### src/assert_macros.svh
// ---------------------------------------------------------------------------
// Assertion macros shared by the RTL.
// Simulation builds get concurrent assertions. Synthesis builds get nothing.
// ---------------------------------------------------------------------------
`ifndef ASSERT_MACROS_SVH
`define ASSERT_MACROS_SVH

`ifndef SYNTHESIS

// A property that must hold at every clock edge outside reset.
`define ASSERT_ALWAYS(label, clk, rst_n, prop) \
    label: assert property (@(posedge clk) disable iff (!rst_n) (prop)) \
        else $error("assertion failed");

// An implication whose consequent is checked in the cycle after the antecedent.
`define ASSERT_NEXT(label, clk, rst_n, ante, cons) \
    label: assert property (@(posedge clk) disable iff (!rst_n) (ante) |=> (cons)) \
        else $error("assertion failed");

`else

`define ASSERT_ALWAYS(label, clk, rst_n, prop)
`define ASSERT_NEXT(label, clk, rst_n, ante, cons)

`endif

`endif

### src/hbpt_pkg.sv
// ---------------------------------------------------------------------------
// hbpt_pkg
// Shared types, constants and helpers for the histogram with peak tracking.
// ---------------------------------------------------------------------------
package hbpt_pkg;

    // Sizes of the bin store and of the data path.
    localparam int MAX_BINS   = 1024;
    localparam int BIN_W      = $clog2(MAX_BINS);
    localparam int COUNT_W    = 32;
    localparam int DATA_W     = 32;
    localparam int CFG_BINS_W = 11;
    localparam int CFG_IDX_W  = 2;
    localparam int DSR_W      = DATA_W + BIN_W;
    localparam int LIMIT_W    = DATA_W + CFG_BINS_W;
    localparam int STEP_W     = (BIN_W > 1) ? $clog2(BIN_W) : 1;

    localparam logic [COUNT_W-1:0]    COUNT_MAX        = {COUNT_W{1'b1}};
    localparam logic [DATA_W-1:0]     RESET_RANGE_LOW  = '0;
    localparam logic [DATA_W-1:0]     RESET_BIN_WIDTH  = DATA_W'(65536);
    localparam logic [CFG_BINS_W-1:0] RESET_BINS       = CFG_BINS_W'(1024);
    localparam logic [CFG_BINS_W-1:0] MAX_BINS_CFG     = CFG_BINS_W'(MAX_BINS);

    // Configuration register indexes.
    typedef enum logic [CFG_IDX_W-1:0] {
        CFG_RANGE_LOW   = 2'd0,
        CFG_BIN_WIDTH   = 2'd1,
        CFG_BINS_IN_USE = 2'd2
    } t_cfg_idx;

    // Front end states.
    typedef enum logic [1:0] {
        F_IDLE,
        F_CHECK,
        F_DIV,
        F_PUSH
    } t_front_state;

    // Back end states.
    typedef enum logic [1:0] {
        B_CLEAR,
        B_IDLE,
        B_UPDATE
    } t_back_state;

    // One classified sample travelling from front to back.
    typedef struct packed {
        logic             hit;
        logic [BIN_W-1:0] idx;
    } t_req;

    // Increment that holds at the top of the count range.
    function automatic logic [COUNT_W-1:0] sat_inc(input logic [COUNT_W-1:0] v);
        sat_inc = (v == COUNT_MAX) ? v : v + COUNT_W'(1);
    endfunction

endpackage

### src/hbpt_front.sv
// ---------------------------------------------------------------------------
// hbpt_front
// Accepts samples, checks them against the configured span and finds the
// bin by restoring division, one quotient bit per cycle.
// ---------------------------------------------------------------------------
module hbpt_front
    import hbpt_pkg::*;
(
    input  logic                  i_clk,
    input  logic                  i_rst_n,
    input  logic                  i_enable,
    input  logic                  i_sample_valid,
    output logic                  o_sample_ready,
    input  logic [DATA_W-1:0]     i_sample_value,
    input  logic [DATA_W-1:0]     i_range_low,
    input  logic [DATA_W-1:0]     i_bin_width,
    input  logic [CFG_BINS_W-1:0] i_bins_in_use,
    output logic                  o_push_valid,
    input  logic                  i_push_ready,
    output t_req                  o_push_data
);

    t_front_state r_state, n_state;

    logic [DATA_W:0]       r_diff;
    logic [DATA_W-1:0]     r_rem;
    logic [DSR_W-1:0]      r_dsr;
    logic [BIN_W-1:0]      r_quo;
    logic [STEP_W-1:0]     r_step;
    logic                  r_hit;

    logic [CFG_BINS_W-1:0] nbins;
    logic [LIMIT_W-1:0]    limit;
    logic                  span_hit;
    logic                  div_ge;
    logic                  accept;
    logic                  last_step;

    // Span check: the sample lies in [low, low + nbins * width).
    assign nbins    = (i_bins_in_use > MAX_BINS_CFG) ? MAX_BINS_CFG : i_bins_in_use;
    assign limit    = LIMIT_W'(nbins) * LIMIT_W'(i_bin_width);
    assign span_hit = (i_bin_width != '0) && !r_diff[DATA_W]
                      && (LIMIT_W'(r_diff[DATA_W-1:0]) < limit);

    // One restoring division step.
    assign div_ge    = (DSR_W'(r_rem) >= r_dsr);
    assign last_step = (r_step == STEP_W'(BIN_W - 1));

    assign accept = i_sample_valid && o_sample_ready;

    // Next state.
    always_comb begin
        n_state = r_state;
        case (r_state)
            F_IDLE:  if (accept) n_state = F_CHECK;
            F_CHECK: n_state = span_hit ? F_DIV : F_PUSH;
            F_DIV:   if (last_step) n_state = F_PUSH;
            F_PUSH:  if (i_push_ready) n_state = F_IDLE;
            default: n_state = F_IDLE;
        endcase
    end

    // Outputs.
    always_comb begin
        o_sample_ready    = 1'b0;
        o_push_valid      = 1'b0;
        o_push_data.hit   = r_hit;
        o_push_data.idx   = r_hit ? r_quo : '0;
        case (r_state)
            F_IDLE:  o_sample_ready = i_enable;
            F_PUSH:  o_push_valid   = 1'b1;
            default: begin
                o_sample_ready = 1'b0;
                o_push_valid   = 1'b0;
            end
        endcase
    end

    // State register.
    always_ff @(posedge i_clk) begin
        if (!i_rst_n) begin
            r_state <= F_IDLE;
        end else begin
            r_state <= n_state;
        end
    end

    // Data path registers.
    always_ff @(posedge i_clk) begin
        case (r_state)
            F_IDLE: begin
                if (accept) begin
                    r_diff <= {i_sample_value[DATA_W-1], i_sample_value}
                              - {i_range_low[DATA_W-1], i_range_low};
                end
            end
            F_CHECK: begin
                r_hit  <= span_hit;
                r_rem  <= r_diff[DATA_W-1:0];
                r_dsr  <= DSR_W'(i_bin_width) << (BIN_W - 1);
                r_quo  <= '0;
                r_step <= '0;
            end
            F_DIV: begin
                if (div_ge) begin
                    r_rem <= r_rem - r_dsr[DATA_W-1:0];
                end
                r_quo  <= {r_quo[BIN_W-2:0], div_ge};
                r_dsr  <= r_dsr >> 1;
                r_step <= r_step + STEP_W'(1);
            end
            default: begin
                r_hit <= r_hit;
            end
        endcase
    end

endmodule

### config.mk
export PLATFORM = sky130hd
export DESIGN_NAME = hbpt_front
export DESIGN_NICKNAME = d
export VERILOG_FILES = /design/src/assert_macros.svh /design/src/hbpt_pkg.sv /design/src/hbpt_front.sv
export SDC_FILE = /design/constraint.sdc
export NUM_CORES = 1
export LEC_CHECK = 0
export ABC_AREA = 0
export BUFFER_PORTS_ARGS = -buffer_cell sky130_fd_sc_hd__clkbuf_2
export CORE_MARGIN = 4
export CORE_UTILIZATION = 30
export CTS_CLUSTER_SIZE = 28
export DETAILED_ROUTE_END_ITERATION = 8
export PLACE_DENSITY = 0.52
export SLEW_MARGIN = 25
export SYNTH_ARGS = -nofsm -noshare
export SYNTH_HDL_FRONTEND = slang
export SYNTH_SLANG_ARGS = --single-unit
### constraint.sdc
create_clock -name i_clk -period 9.39 [get_ports i_clk]
set_input_delay 1.4085 -clock i_clk [delete_from_list [all_inputs] [get_ports i_clk]]
set_output_delay 1.4085 -clock i_clk [all_outputs]
set_load 0.005 [all_outputs]
==> qor.yml <==
status: "complete, no violations"
wirelength_um: 53700
synth_edf_count: 121
crit_buf_inv: 4
die_w_um: 267
synth_nets: 2740
crit_path_frequent_cell: "fa_1"
critPathKind: "primary input to flip-flop"
yosysWarnings: 0
grt_max_degree: 62
hp-start: "r_quo[0]"
power.total_mw: 6.11
dp.cells: 3127
overflow: 0
yosys-top-cells-area: "fa_1 (27%), edfxtp_1 (18%), ha_1 (11%), and2_1 (7.1%), inv_1 (6.9%)"
regToRegEndpoint: "r_rem[4]"
cts_buffers: 17
vias: 15357
grt_pass1_wl_um: 86700
hp-class: "flip-flop to flip-flop"
clock-sinks: 123
cp-start-kind: "primary input"
nNetsFinal: 2847
ys_seq_area_share_pct: 18.2
gp_congestion: 0.887
root_buffer: "clkbuf_16"
post-dp-hpwl_um: 44400
drt_first_pass_iters: 5
max_stage_delay_ns: 0.56
synth-main-ff-cell: "edfxtp_1"
reg2reg_depth: 15
stdcell_area_um2: 22600
drt_iter0_markers: 821
pin_count: 125
synth_async_sr_flop_share_pct: 0
clock_skew_ns: 0.0104
grt_pass1_vias: 16347
cts_tree: "done"
crit_path_end_kind: "flip-flop"
synthMostInstantiatedCell: "inv_1"
worstPathArrival_ns: 9.31
grtUsageTotal_pct: 15.2
postLayoutCoreUtil_pct: 34.2
crit_slowest_cell: "fa_1"
worstMarginPinSlew_ns: 0.659
drtAntennaViolNets: 0
cp_max_fo: 10
synth_area_um2: 20200
post_drt_wl_per_cell_um: 17.0
synth_commonest_cells: "inv_1 (371), fa_1 (271), and2_1 (229), nand2_1 (226), ha_1 (182)"
leakagePower_nw: 10.5
maxCapViolCount: 0
start_util_pct: 30.5
path_clk_slew_ns: 0.06
antenna_found_initial: 5
syn-instance-count: 2175
ir_drop_v: 0.000183
drcViolationCount: 0
maxSlewViolCount: 0
area_growth_pct: 12.2
required_ns: 9.76
ys_ff_latch: 123
io_buffers: 124
insertion_delay_ns: 0.43
finalHoldViolCount: 0
rr_startpoint: "r_rem[0]"
die_h_um: 267
r2r_slack_ns: 5.33
min_period_ns: 8.94
hold_depth: 1
avgSynthCellArea_um2: 9.28
yosysTopAreaCell: "fa_1"
rsz0062_at_grt: "false"
core-area_um2: 66200
synth_top_area_share_pct: 26.9
post_cts_buffers: 0
stdcell_count: 3162
relSlewSlack_pct: 55.6
fin_crit_sh_pct: 95.2
vias_per_cell: 4.86
whs_endpoint: "r_quo[1]"
drive_gt1_share_pct: 13.1
clk_path_buf_depth: 2
placed_area_um2: 22000
std_cell_rows: 94
dieArea_um2: 71500
h-tree-depth: 4
crit_family: "adder cells"
p_per_area_nw_per_um2: 270
yosysUniqueCellTypes: 76
max_freq_ghz: 0.112
setup_violations: 0
worst reg2reg max path, stage by stage (launching register included):
cell and delay [ns]:
edfxtp_1 0.35, inv_1 0.06, ha_1 0.19, fa_1 0.23
nor2b_1 0.06, o21a_1 0.18, o21ai_1 0.24, a21oi_1 0.17
o311a_1 0.42, a31oi_2 0.35, nand2_1 0.13, a31oi_1 0.48
a21oi_1 0.17, o31ai_1 0.27, o221ai_2 0.13, buf_4 0.30
sequential cells by signal, summed over array words and instances, names as in the netlist:
signal   flops
r_step       4
r_diff      33
r_state      2
r_dsr       41
r_quo       10
r_hit        1
r_rem       32
cells in the final DEF (no fill, tap or decap), types with 18 or more instances in the layout:
master,n
a21oi_1,93
ha_1,180
edfxtp_1,121
nand2_1,226
nand4_1,23
nor2_1,71
mux2_2,59
buf_4,49
clkbuf_2,124
fa_1,271
inv_1,371
nand3_1,20
xnor2_1,60
o21a_1,18
a21o_1,49
and2_1,229
xor2_1,32
o21ai_0,52
per-stage QoR:
stage | hold slack, ns | setup slack, ns | setup TNS (ns)
finish | 0.550 | 0.452 | 0
global route | 0.573 | 0.0389 | 0
CTS | 0.555 | 0.326 | 0
detailed placement | 0.541 | -0.0690 | -0.0690
global placement | 0.533 | 0.180 | 0
floorplan | 0.521 | 0.525 | 0
routing by layer:
| metal | global-route usage, % | vias up | part of all wire, % |
|---|---|---|---|
| met5 | 0 | - | 0.030 |
| met4 | 3.11 | 4 | 1.7 |
| met3 | 2.43 | 58 | 3.8 |
| met2 | 27.4 | 293 | 51 |
| met1 | 19.3 | 7733 | 43 |
| li1 | - | 7269 | - |
how the worst max path moves through the flow:
stage | start | cells past startpoint | end | slack, ns
finish | i_bins_in_use[10] | 29 | r_state[0] | 0.45
global placement | i_bins_in_use[10] | 34 | r_state[0] | 0.18
CTS | i_bins_in_use[10] | 34 | r_state[0] | 0.33
global route | i_bins_in_use[10] | 34 | r_state[0] | 0.04
floorplan | i_bins_in_use[10] | 34 | r_state[0] | 0.53
detailed placement | i_bins_in_use[10] | 34 | r_state[0] | -0.07
timing repair:
action | in CTS | in global routing
endpoints found under the setup margin | 0 | 2
hold buffers | 0 | 0
gates resized for setup | 0 | 9
report_power, final:
group          internal (mW)  leakage [nW]  total (mW)  switching (mW)
registers              0.910          1.15        1.02           0.115
clock network          0.438         0.294       0.692           0.254
logic                   1.85          9.04        4.39            2.54
total                   3.19          10.5        6.11            2.91
cell type report:
cell class / count / area (um2)
Sequential cell: 123 / 3670
Multi-Input combinational cell: 1592 / 14800
Clock inverter: 15 / 179
Inverter: 371 / 1390
Tap cell: 864 / 1080
Antenna cell: 3 / 7.51
Timing Repair Buffer: 177 / 1060
Clock buffer: 17 / 425
Fill cell: 6808 / 43600
cell families after synthesis:
family                   count (synthesis)  synth area share (%)
AO/OA/AOI/OAI                          315                  10.4
XOR/XNOR                                92                  3.99
adder cells (fa/ha/maj)                453                  38.2
buffers and inverters                  460                  8.69
flip-flops                             123                  18.2
multiplexers                            63                  3.49
AND/OR/NAND/NOR                        669                  17.1
(Power assumes the default switching activity.)
