<file path="config.mk">
export PLATFORM = sky130hd
export DESIGN_NAME = hbpt_queue
export DESIGN_NICKNAME = d
export VERILOG_FILES = /design/src/assert_macros.svh /design/src/hbpt_pkg.sv /design/src/hbpt_queue.sv
export SDC_FILE = /design/constraint.sdc
export NUM_CORES = 1
export LEC_CHECK = 0
export BUFFER_PORTS_ARGS = -buffer_cell sky130_fd_sc_hd__buf_2
export CAP_MARGIN = 10
export CORE_AREA = 5 5 45 63
export CTS_CLUSTER_DIAMETER = 100
export DETAILED_ROUTE_END_ITERATION = 12
export DIE_AREA = 0 0 50 68
export HOLD_SLACK_MARGIN = 0.15
export PLACE_DENSITY = 0.71
export SETUP_SLACK_MARGIN = 0.1
export SYNTH_ARGS = -nofsm -noshare
export SYNTH_HDL_FRONTEND = slang
export SYNTH_SLANG_ARGS = --single-unit
</file>
<file path="constraint.sdc">
create_clock -name i_clk -period 1.7 [get_ports i_clk]
set_input_delay 0.085 -clock i_clk [delete_from_list [all_inputs] [get_ports i_clk]]
set_output_delay 0.085 -clock i_clk [all_outputs]
set_load 0.05 [all_outputs]
</file>
<file path="src/assert_macros.svh">
// ---------------------------------------------------------------------------
// Assertion macros shared by the RTL.
// Simulation builds get concurrent assertions. Synthesis builds get nothing.
// ---------------------------------------------------------------------------
`ifndef ASSERT_MACROS_SVH
`define ASSERT_MACROS_SVH

`ifndef SYNTHESIS

// A property that must hold at every clock edge outside reset.
`define ASSERT_ALWAYS(label, clk, rst_n, prop) \
    label: assert property (@(posedge clk) disable iff (!rst_n) (prop)) \
        else $error("assertion failed");

// An implication whose consequent is checked in the cycle after the antecedent.
`define ASSERT_NEXT(label, clk, rst_n, ante, cons) \
    label: assert property (@(posedge clk) disable iff (!rst_n) (ante) |=> (cons)) \
        else $error("assertion failed");

`else

`define ASSERT_ALWAYS(label, clk, rst_n, prop)
`define ASSERT_NEXT(label, clk, rst_n, ante, cons)

`endif

`endif

</file>
<file path="src/hbpt_pkg.sv">
// ---------------------------------------------------------------------------
// hbpt_pkg
// Shared types, constants and helpers for the histogram with peak tracking.
// ---------------------------------------------------------------------------
package hbpt_pkg;

    // Sizes of the bin store and of the data path.
    localparam int MAX_BINS   = 1024;
    localparam int BIN_W      = $clog2(MAX_BINS);
    localparam int COUNT_W    = 32;
    localparam int DATA_W     = 32;
    localparam int CFG_BINS_W = 11;
    localparam int CFG_IDX_W  = 2;
    localparam int DSR_W      = DATA_W + BIN_W;
    localparam int LIMIT_W    = DATA_W + CFG_BINS_W;
    localparam int STEP_W     = (BIN_W > 1) ? $clog2(BIN_W) : 1;

    localparam logic [COUNT_W-1:0]    COUNT_MAX        = {COUNT_W{1'b1}};
    localparam logic [DATA_W-1:0]     RESET_RANGE_LOW  = '0;
    localparam logic [DATA_W-1:0]     RESET_BIN_WIDTH  = DATA_W'(65536);
    localparam logic [CFG_BINS_W-1:0] RESET_BINS       = CFG_BINS_W'(1024);
    localparam logic [CFG_BINS_W-1:0] MAX_BINS_CFG     = CFG_BINS_W'(MAX_BINS);

    // Configuration register indexes.
    typedef enum logic [CFG_IDX_W-1:0] {
        CFG_RANGE_LOW   = 2'd0,
        CFG_BIN_WIDTH   = 2'd1,
        CFG_BINS_IN_USE = 2'd2
    } t_cfg_idx;

    // Front end states.
    typedef enum logic [1:0] {
        F_IDLE,
        F_CHECK,
        F_DIV,
        F_PUSH
    } t_front_state;

    // Back end states.
    typedef enum logic [1:0] {
        B_CLEAR,
        B_IDLE,
        B_UPDATE
    } t_back_state;

    // One classified sample travelling from front to back.
    typedef struct packed {
        logic             hit;
        logic [BIN_W-1:0] idx;
    } t_req;

    // Increment that holds at the top of the count range.
    function automatic logic [COUNT_W-1:0] sat_inc(input logic [COUNT_W-1:0] v);
        sat_inc = (v == COUNT_MAX) ? v : v + COUNT_W'(1);
    endfunction

endpackage

</file>
<file path="src/hbpt_queue.sv">
// ---------------------------------------------------------------------------
// hbpt_queue
// Two-entry queue between the front and back ends.
// ---------------------------------------------------------------------------
module hbpt_queue
    import hbpt_pkg::*;
(
    input  logic i_clk,
    input  logic i_rst_n,
    input  logic i_push,
    input  t_req i_push_data,
    output logic o_not_full,
    input  logic i_pop,
    output logic o_not_empty,
    output t_req o_pop_data
);

    t_req       r_entry [2];
    logic       r_wr_ptr;
    logic       r_rd_ptr;
    logic [1:0] r_count;

    assign o_not_full  = (r_count != 2'd2);
    assign o_not_empty = (r_count != 2'd0);
    assign o_pop_data  = r_entry[r_rd_ptr];

    // Pointers and fill level.
    always_ff @(posedge i_clk) begin
        if (!i_rst_n) begin
            r_wr_ptr <= 1'b0;
            r_rd_ptr <= 1'b0;
            r_count  <= 2'd0;
        end else begin
            if (i_push && o_not_full) begin
                r_wr_ptr <= !r_wr_ptr;
            end
            if (i_pop && o_not_empty) begin
                r_rd_ptr <= !r_rd_ptr;
            end
            case ({i_push && o_not_full, i_pop && o_not_empty})
                2'b10:   r_count <= r_count + 2'd1;
                2'b01:   r_count <= r_count - 2'd1;
                default: r_count <= r_count;
            endcase
        end
    end

    // Entry storage.
    always_ff @(posedge i_clk) begin
        if (i_push && o_not_full) begin
            r_entry[r_wr_ptr] <= i_push_data;
        end
    end

endmodule

</file>
==> Flow_metrics.wiki, run 1 <==
{| class="wikitable"
! Metric !! Value
|-
| Data required time of the critical path || ~2.0 ns
|-
| Fmax achieved || roughly 660 MHz
|-
| Most frequent cells in the layout || buf_2, edfxtp_1, dlygate4sd3_1, mux2_2
|-
| Kind of critical path || reg2reg
|-
| Clock Latency Late Sink || roughly 0.31 ns
|-
| Placement Cell Area || about 0.0012 mm²
|-
| Via count || roughly 630
|-
| Area of the core || around 0.0023 mm²
|-
| Adder-cell share of the synthesized area || about 1.2%
|-
| Parity-gate share of the synthesized area counting xor and xnor cells || 2.564%
|-
| Reg-to-reg endpoint || r_count[1]
|-
| DR vias/cell || about 5
|-
| Worst Clk Skew || between 0.002 and 0.003 ns
|-
| Clock tree from TritonCTS || built
|-
| Clock slew at the register clock pins of the worst setup and hold paths || between 0.1 and 0.15 ns
|-
| Count of fill cells added during filler insertion || between 150 and 200
|-
| Synthesized area per cell || around 18 µm²
|-
| Number of setup violations in the final report || 0
|-
| Pwr Density || around 1600 mW/mm²
|-
| Nature of the critical path endpoint || flop
|-
| Simple-gate area share of the yosys netlist || roughly 5.4%
|-
| Count of boundary I/O pins || 28
|-
| Overflow left after global routing || 0
|-
| Source of the worst register-to-register timing path || r_count[1]
|-
| Count of different cell masters after synthesis || 20
|-
| Summed negative setup slack over all endpoints || 0 ns
|-
| Routed WL per cell || 14.04 µm
|-
| Final-report max-slew violation count || 0
|-
| Main combinational cell family by area after synthesis || multiplexers
|-
| Clock Tree Buf Depth || 2
|-
| Hold WC Path Type || in2reg
|-
| Post-layout min period || between 1.5 and 2 ns
|-
| Cell count of the worst reg-to-reg path || 4
|-
| Synth warn || 0
|-
| Number of antenna diodes || 0
|-
| Maximum number of pins on one net before global-route repair || 15
|-
| Weighted congestion reported at the end of routability-driven placement || approximately 0.63
|-
| Die Outline Area || approximately 0.0034 mm²
|-
| First-pass GRT wire length || 2.946 mm
|-
| Via count of the first global-routing pass || between 600 and 700
|-
| Post-synthesis mux area share || ~12%
|-
| Post-Syn Nets || between 70 and 80
|-
| Final design instance area without fill || roughly 0.0014 mm²
|-
| Placed cell count || between 100 and 150
|-
| Sequential cell area fraction in the yosys report || 74.24%
|-
| Number of buffers added by the clock tree synthesis step || 3
|-
| Clock tree sinks || 27
|-
| Final hold slack || 0.2249 ns
|-
| Library cell used as clock root buffer || clkbuf_4
|-
| H-tree lvl count || 1
|-
| Layout Cells excl Fill || between 100 and 150
|-
| Start point of the critical path || r_count[1]
|-
| Number of maximum-capacitance constraint violations || 0
|-
| Antenna-violating nets left || 0
|-
| Final Power || between 2 and 2.5 mW
|-
| First DRT Iteration DRCs || 27
|-
| Netlist Area Pre-Place || 0.001025 mm²
|-
| Outcome || finished, final reports clean
|-
| Port buffer count || 27
|-
| Layout Area Growth over Synthesis || 32.72%
|-
| Slew at the pin with the worst max-slew slack || ~0.46 ns
|-
| Worst R2R Setup Slack || 0.18 ns
|-
| Initial antenna violation count || 0
|-
| Fin nets || ~120
|-
| Worst slew margin relative to its limit || 69.51%
|-
| Kind of launch point of the worst setup path || flop
|-
| Launch point of the worst hold path || i_pop
|-
| Maximum net fanout on the critical path || 5
|-
| FF+latch count, synth || 27
|-
| Complex-gate fraction of the synthesized area || 3.663%
|-
| Total GRT Usage || ~11%
|-
| Fraction of the cycle the final worst path needs || 89.47%
|-
| Vert. Die Dim || between 60 and 70 µm
|-
| Hold violation total from the final report || 0
|-
| IR drop worst, VDD || 1.154 mV
|-
| Setup repair after global routing missed its margin || false
|-
| Number of instances in the synthesized netlist || 58
|-
| Initial core utilization || approximately 45%
|-
| FP Rows || 21
|-
| Arrival @ worst endpoint || around 1.8 ns
|-
| Commonest non-fill, non-tap cell in the layout || buf_2
|-
| Share of layout cells above drive strength 1 || about 46%
|-
| Overall die width || approximately 50 µm
|-
| Total Wirelength || 1.755 mm
|-
| Detailed-router iteration count before antenna repair || 4
|-
| Cells on Worst Hold Path || 4
|-
| Leakage power total || 0.5276 nW
|-
| Number of post-CTS setup repair buffers || 0
|-
| DRC violations left || 0
|}
[registers in the layout, indices dropped and copies added (netlist names), named ones only]
signal and cells:
r_entry 22, r_rd_ptr 1, r_wr_ptr 1, r_count 2
[cell type report]
| class | instances | area, µm² | area share [%] |
|---|---|---|---|
| clock buffer | 4 | 26.28 | 1.932 |
| inverter | 1 | 3.754 | 0.2760 |
| multi-input combinational | 29 | 262.8 | 19.32 |
| sequential | 27 | 765.7 | 56.30 |
| tap | 23 | 28.78 | 2.116 |
| timing repair buffer | 41 | 272.8 | 20.06 |
[metal layers]
layer  vias up  part of all wire (%)  global-route usage [%]
li1        310                     -                       -
met1       295                    41                   13.98
met2        21                    51                   18.87
met3         2                   6.5                   3.050
met4         0                  0.68                   3.934
met5         -                     0                       0
[synth_stat cells]
cell type,instances,area share (%)
nand2b_1,1,0.61
o21a_1,1,0.73
o21ai_0,1,0.49
or3_1,1,0.61
xnor2_1,3,2.6
nand3b_1,1,0.73
nand2_1,1,0.37
edfxtp_1,22,64
dfxtp_1,5,9.8
or2_2,1,0.61
mux2_2,11,12
nor2b_1,2,1.2
buf_2,1,0.49
inv_1,1,0.37
a21bo_2,1,0.98
a21boi_1,1,0.73
a21boi_0,1,0.73
and2_1,1,0.61
ha_1,1,1.2
and3_1,1,0.61
[where the power goes]
part           internal [mW]  switching, mW
Clock                 0.0915          0.167
Sequential             0.856         0.0927
Combinational          0.325          0.619
[kinds of logic after synthesis]
family / count (synthesis)
DFF: 27
muxes: 11
and+or+nand+nor: 9
AOI/OAI and AO/OA: 5
xor gates and xnor gates: 3
buffers and inverters: 2
adders and majority gates: 1
[worst max path at each step]
| stage | to | cells after the start |
|---|---|---|
| after floorplan | r_count[1] | 5 |
| after detailed placement | r_count[1] | 5 |
| after global routing | r_count[1] | 5 |
| final | r_count[1] | 4 |
| after CTS | r_count[1] | 5 |
| after global placement | r_count[1] | 5 |
[repair_timing]
| action | 4_1_cts | 5_1_grt |
|---|---|---|
| hold buffers | 13 | 0 |
| endpoints found under the setup margin | 12 | 1 |
| resized for setup | 2 | 1 |
| pin swaps | 0 | 0 |
| hold endpoints to repair | 27 | 0 |
[stage by stage]
| stage | setup slack [ns] | util, % |
|---|---|---|
| final | 0.1790 | 60.19 |
| after global routing | 0.1017 | 60.19 |
| after CTS | 0.1675 | 60.08 |
| after detailed placement | 0.1164 | 53.05 |
| after global placement | 0.2437 | 53.05 |
| after floorplan | 0.1373 | - |
[critical path, stage by stage (launching register included)]
cell and delay [ns]:
dfxtp_1 0.39, o21a_1 0.24, ha_1 0.32, or3_1 0.35, a21boi_1 0.16
(Power assumes the default switching activity.)
==> inputs of run 2 (changes only) <==
==> constraint.sdc (replaced) <==
create_clock -name i_clk -period 1.5 [get_ports i_clk]
set_input_delay 0.075 -clock i_clk [delete_from_list [all_inputs] [get_ports i_clk]]
set_output_delay 0.075 -clock i_clk [all_outputs]
set_load 0.05 [all_outputs]
==> run 2 against run 1 <==
Cell count increased by 4.0%. Hold slack improved by 0.070 ns. Critical path depth stayed put. Combinational power grew 61%. Largest power group is now combinational logic. Power grew 33%. First-iteration DRC count shrank 56%. Count of clock-buffer cells in the layout is 1 lower. Via count rose by 0.32%. Worst setup slack worse by 0.056 ns.
==> Flow_metrics.wiki, run 2 (synthesized netlist as in run 1, its figures left out) <==
{| class="wikitable"
! Metric !! Value
|-
| Outcome || finished, final reports clean (unchanged)
|-
| H-tree lvl count || 1 (unchanged)
|-
| Initial core utilization || 45.35% (unchanged)
|-
| Detailed-router iteration count before antenna repair || 4 (unchanged)
|-
| Setup repair after global routing missed its margin || true (was false)
|-
| Kind of critical path || reg2reg (unchanged)
|-
| Via count of the first global-routing pass || 709 (was 632)
|-
| Share of layout cells above drive strength 1 || 54.21% (was 46.08%)
|-
| Critical path destination || r_count[1] (unchanged)
|-
| IR drop worst, VDD || 1.202 mV (was 1.154 mV)
|-
| Source of the worst register-to-register timing path || r_count[0] (was r_count[1])
|-
| Number of maximum-capacitance constraint violations || 0 (unchanged)
|-
| Clock tree from TritonCTS || built (unchanged)
|-
| Summed negative setup slack over all endpoints || 0 ns (unchanged)
|-
| Overflow left after global routing || 0 (unchanged)
|-
| First-pass GRT wire length || 3.132 mm (was 2.946 mm)
|-
| Layout Area Growth over Synthesis || 51.77% (was 32.72%)
|-
| Most frequent cells in the layout || edfxtp_1, buf_2, dlygate4sd3_1, mux2_4, buf_8 (was buf_2, edfxtp_1, dlygate4sd3_1, mux2_2)
|-
| Largest register FFs || 22 (unchanged)
|-
| Clock slew at the register clock pins of the worst setup and hold paths || 0.14 ns (was 0.13 ns)
|-
| Via count || 630 (was 628)
|-
| Antenna-violating nets left || 0 (unchanged)
|-
| Count of fill cells added during filler insertion || 165 (was 175)
|-
| Port buffer count || 27 (unchanged)
|-
| Pwr Density || 1837 mW/mm² (was 1582 mW/mm²)
|-
| Reg-to-reg endpoint || r_count[1] (unchanged)
|-
| Vert. Die Dim || 68 µm (unchanged)
|-
| Area of the core || 0.002260 mm² (unchanged)
|-
| Fraction of the cycle the final worst path needs || 91.77% (was 89.47%)
|-
| Nature of the critical path endpoint || flop (unchanged)
|-
| Worst slew margin relative to its limit || 83.30% (was 69.51%)
|-
| DRC violations left || 0 (unchanged)
|-
| Kind of launch point of the worst setup path || flop (unchanged)
|-
| Total GRT Usage || 11.88% (was 11.30%)
|-
| Cell count of the worst reg-to-reg path || 4 (unchanged)
|-
| Hold WC Path Type || in2reg (unchanged)
|-
| Initial antenna violation count || 0 (unchanged)
|-
| Slew at the pin with the worst max-slew slack || 0.2500 ns (was 0.4568 ns)
|-
| Registers with the highest flip-flop counts || r_entry x22, r_count x2 (unchanged)
|-
| Clock Tree Buf Depth || 2 (unchanged)
|-
| Worst Clk Skew || 0.004914 ns (was 0.002650 ns)
|-
| Start point of the critical path || r_count[0] (was r_count[1])
|-
| Routed WL per cell || 14.37 µm (was 14.04 µm)
|-
| Maximum net fanout on the critical path || 4 (was 5)
|-
| Overall die width || 50 µm (unchanged)
|-
| Final-report max-slew violation count || 0 (unchanged)
|-
| Most flops, register || r_entry (unchanged)
|-
| Number of buffers added by the clock tree synthesis step || 3 (unchanged)
|-
| Clock tree sinks || 27 (unchanged)
|-
| Commonest non-fill, non-tap cell in the layout || edfxtp_1 (was buf_2)
|-
| Leakage power total || 0.6098 nW (was 0.5276 nW)
|-
| Maximum number of pins on one net before global-route repair || 16 (was 15)
|-
| Total Wirelength || 1.868 mm (was 1.755 mm)
|-
| Combined flip-flop and latch cell area || 767.0 µm² (was 765.7 µm²)
|-
| Fin nets || 124 (was 119)
|-
| Data required time of the critical path || 1.74 ns (was 1.95 ns)
|-
| Worst R2R Setup Slack || 0.12 ns (was 0.18 ns)
|-
| Arrival @ worst endpoint || 1.62 ns (was 1.77 ns)
|-
| Die Outline Area || 0.003400 mm² (unchanged)
|-
| Clock Latency Late Sink || 0.31 ns (about the same)
|-
| Fmax achieved || 726.4 MHz (was 657.4 MHz)
|-
| Hold violation total from the final report || 0 (unchanged)
|-
| Library cell used as clock root buffer || clkbuf_4 (unchanged)
|-
| FP Rows || 21 (unchanged)
|-
| Count of boundary I/O pins || 28 (unchanged)
|-
| Number of setup violations in the final report || 0 (unchanged)
|-
| Placed cell count || 109 (was 108)
|-
| Total area of multi-input combinational cells || 311.5 µm² (was 262.8 µm²)
|-
| First DRT Iteration DRCs || 12 (was 27)
|-
| Dpl hpwl || about 1.2 mm
|-
| Layout Cells excl Fill || 130 (was 125)
|-
| Weighted congestion reported at the end of routability-driven placement || 0.6317 (was 0.6295)
|-
| Number of antenna diodes || 0 (unchanged)
|-
| Post-layout min period || 1.377 ns (was 1.521 ns)
|-
| DR vias/cell || 4.846 (was 5.024)
|}
run 2: layout make-up:
type	count	share of cell area, %
multi-input cells	29	20.03
inverters	1	0.4827
flip-flops and latches	27	49.32
well taps	23	1.850
repair buffers	46	26.55
clock inverters	1	0.3218
clock buffers	3	1.448
run 2: power by group:
| part | internal, mW | leakage [nW] | switching [mW] | total, mW |
|---|---|---|---|---|
| Clock | 0.0995 | 0.0177 | 0.194 | 0.294 |
| Combinational | 0.691 | 0.344 | 0.824 | 1.52 |
| Sequential | 0.973 | 0.248 | 0.0740 | 1.05 |
| Total | 1.76 | 0.610 | 1.09 | 2.86 |
run 2: how the worst min path moves through the flow:
| stage | from | to | slack (ns) | depth (start not counted) |
|---|---|---|---|---|
| final | i_pop | flop | 0.30 | 5 |
| after global routing | i_pop | r_count[1] | 0.30 | 5 |
| after CTS | i_pop | flop | 0.34 | 5 |
| after detailed placement | i_push_data[5] | r_entry[1][5] | 0.27 | 1 |
| after global placement | i_push_data[1] | r_entry[0][1] | 0.26 | 1 |
| after floorplan | i_push_data[0] | r_entry[0][0] | 0.17 | 0 |
run 2: per-stage QoR:
step	setup slack, ns	power (mW)	utilization (%)	hold WS [ns]	cell area [µm²]
after floorplan	0.09192	1.939	-	0.1739	1049
after global placement	0.1501	2.148	54.10	0.2638	1222
after detailed placement	0.08078	2.176	54.10	0.2663	1222
after CTS	0.1009	2.725	65.67	0.3446	1484
after global routing	0.05397	3.002	68.83	0.2956	1555
final	0.1234	2.856	68.83	0.2953	1555
run 2: repair_timing:
action,CTS,global route
endpoints found under the setup margin,12,23
hold buffers,13,0
cloned,1,0
hold endpoints to repair,27,0
pin swaps,1,0
resized for setup,28,16
setup buffers,2,1
run 2: worst max-delay path, cell delays in order (launching register included):
cell and delay [ns]:
dfxtp_4 0.38, o21a_4 0.23, ha_4 0.24, or3_1 0.34, a21boi_1 0.13
run 2: routing by layer:
| metal | track usage [%] | wire, µm |
|---|---|---|
| met1 | 13.35 | 755 |
| met2 | 21.07 | 958 |
| met3 | 3.050 | 141 |
| met4 | 4.918 | 13 |
| met5 | 0 | 0 |
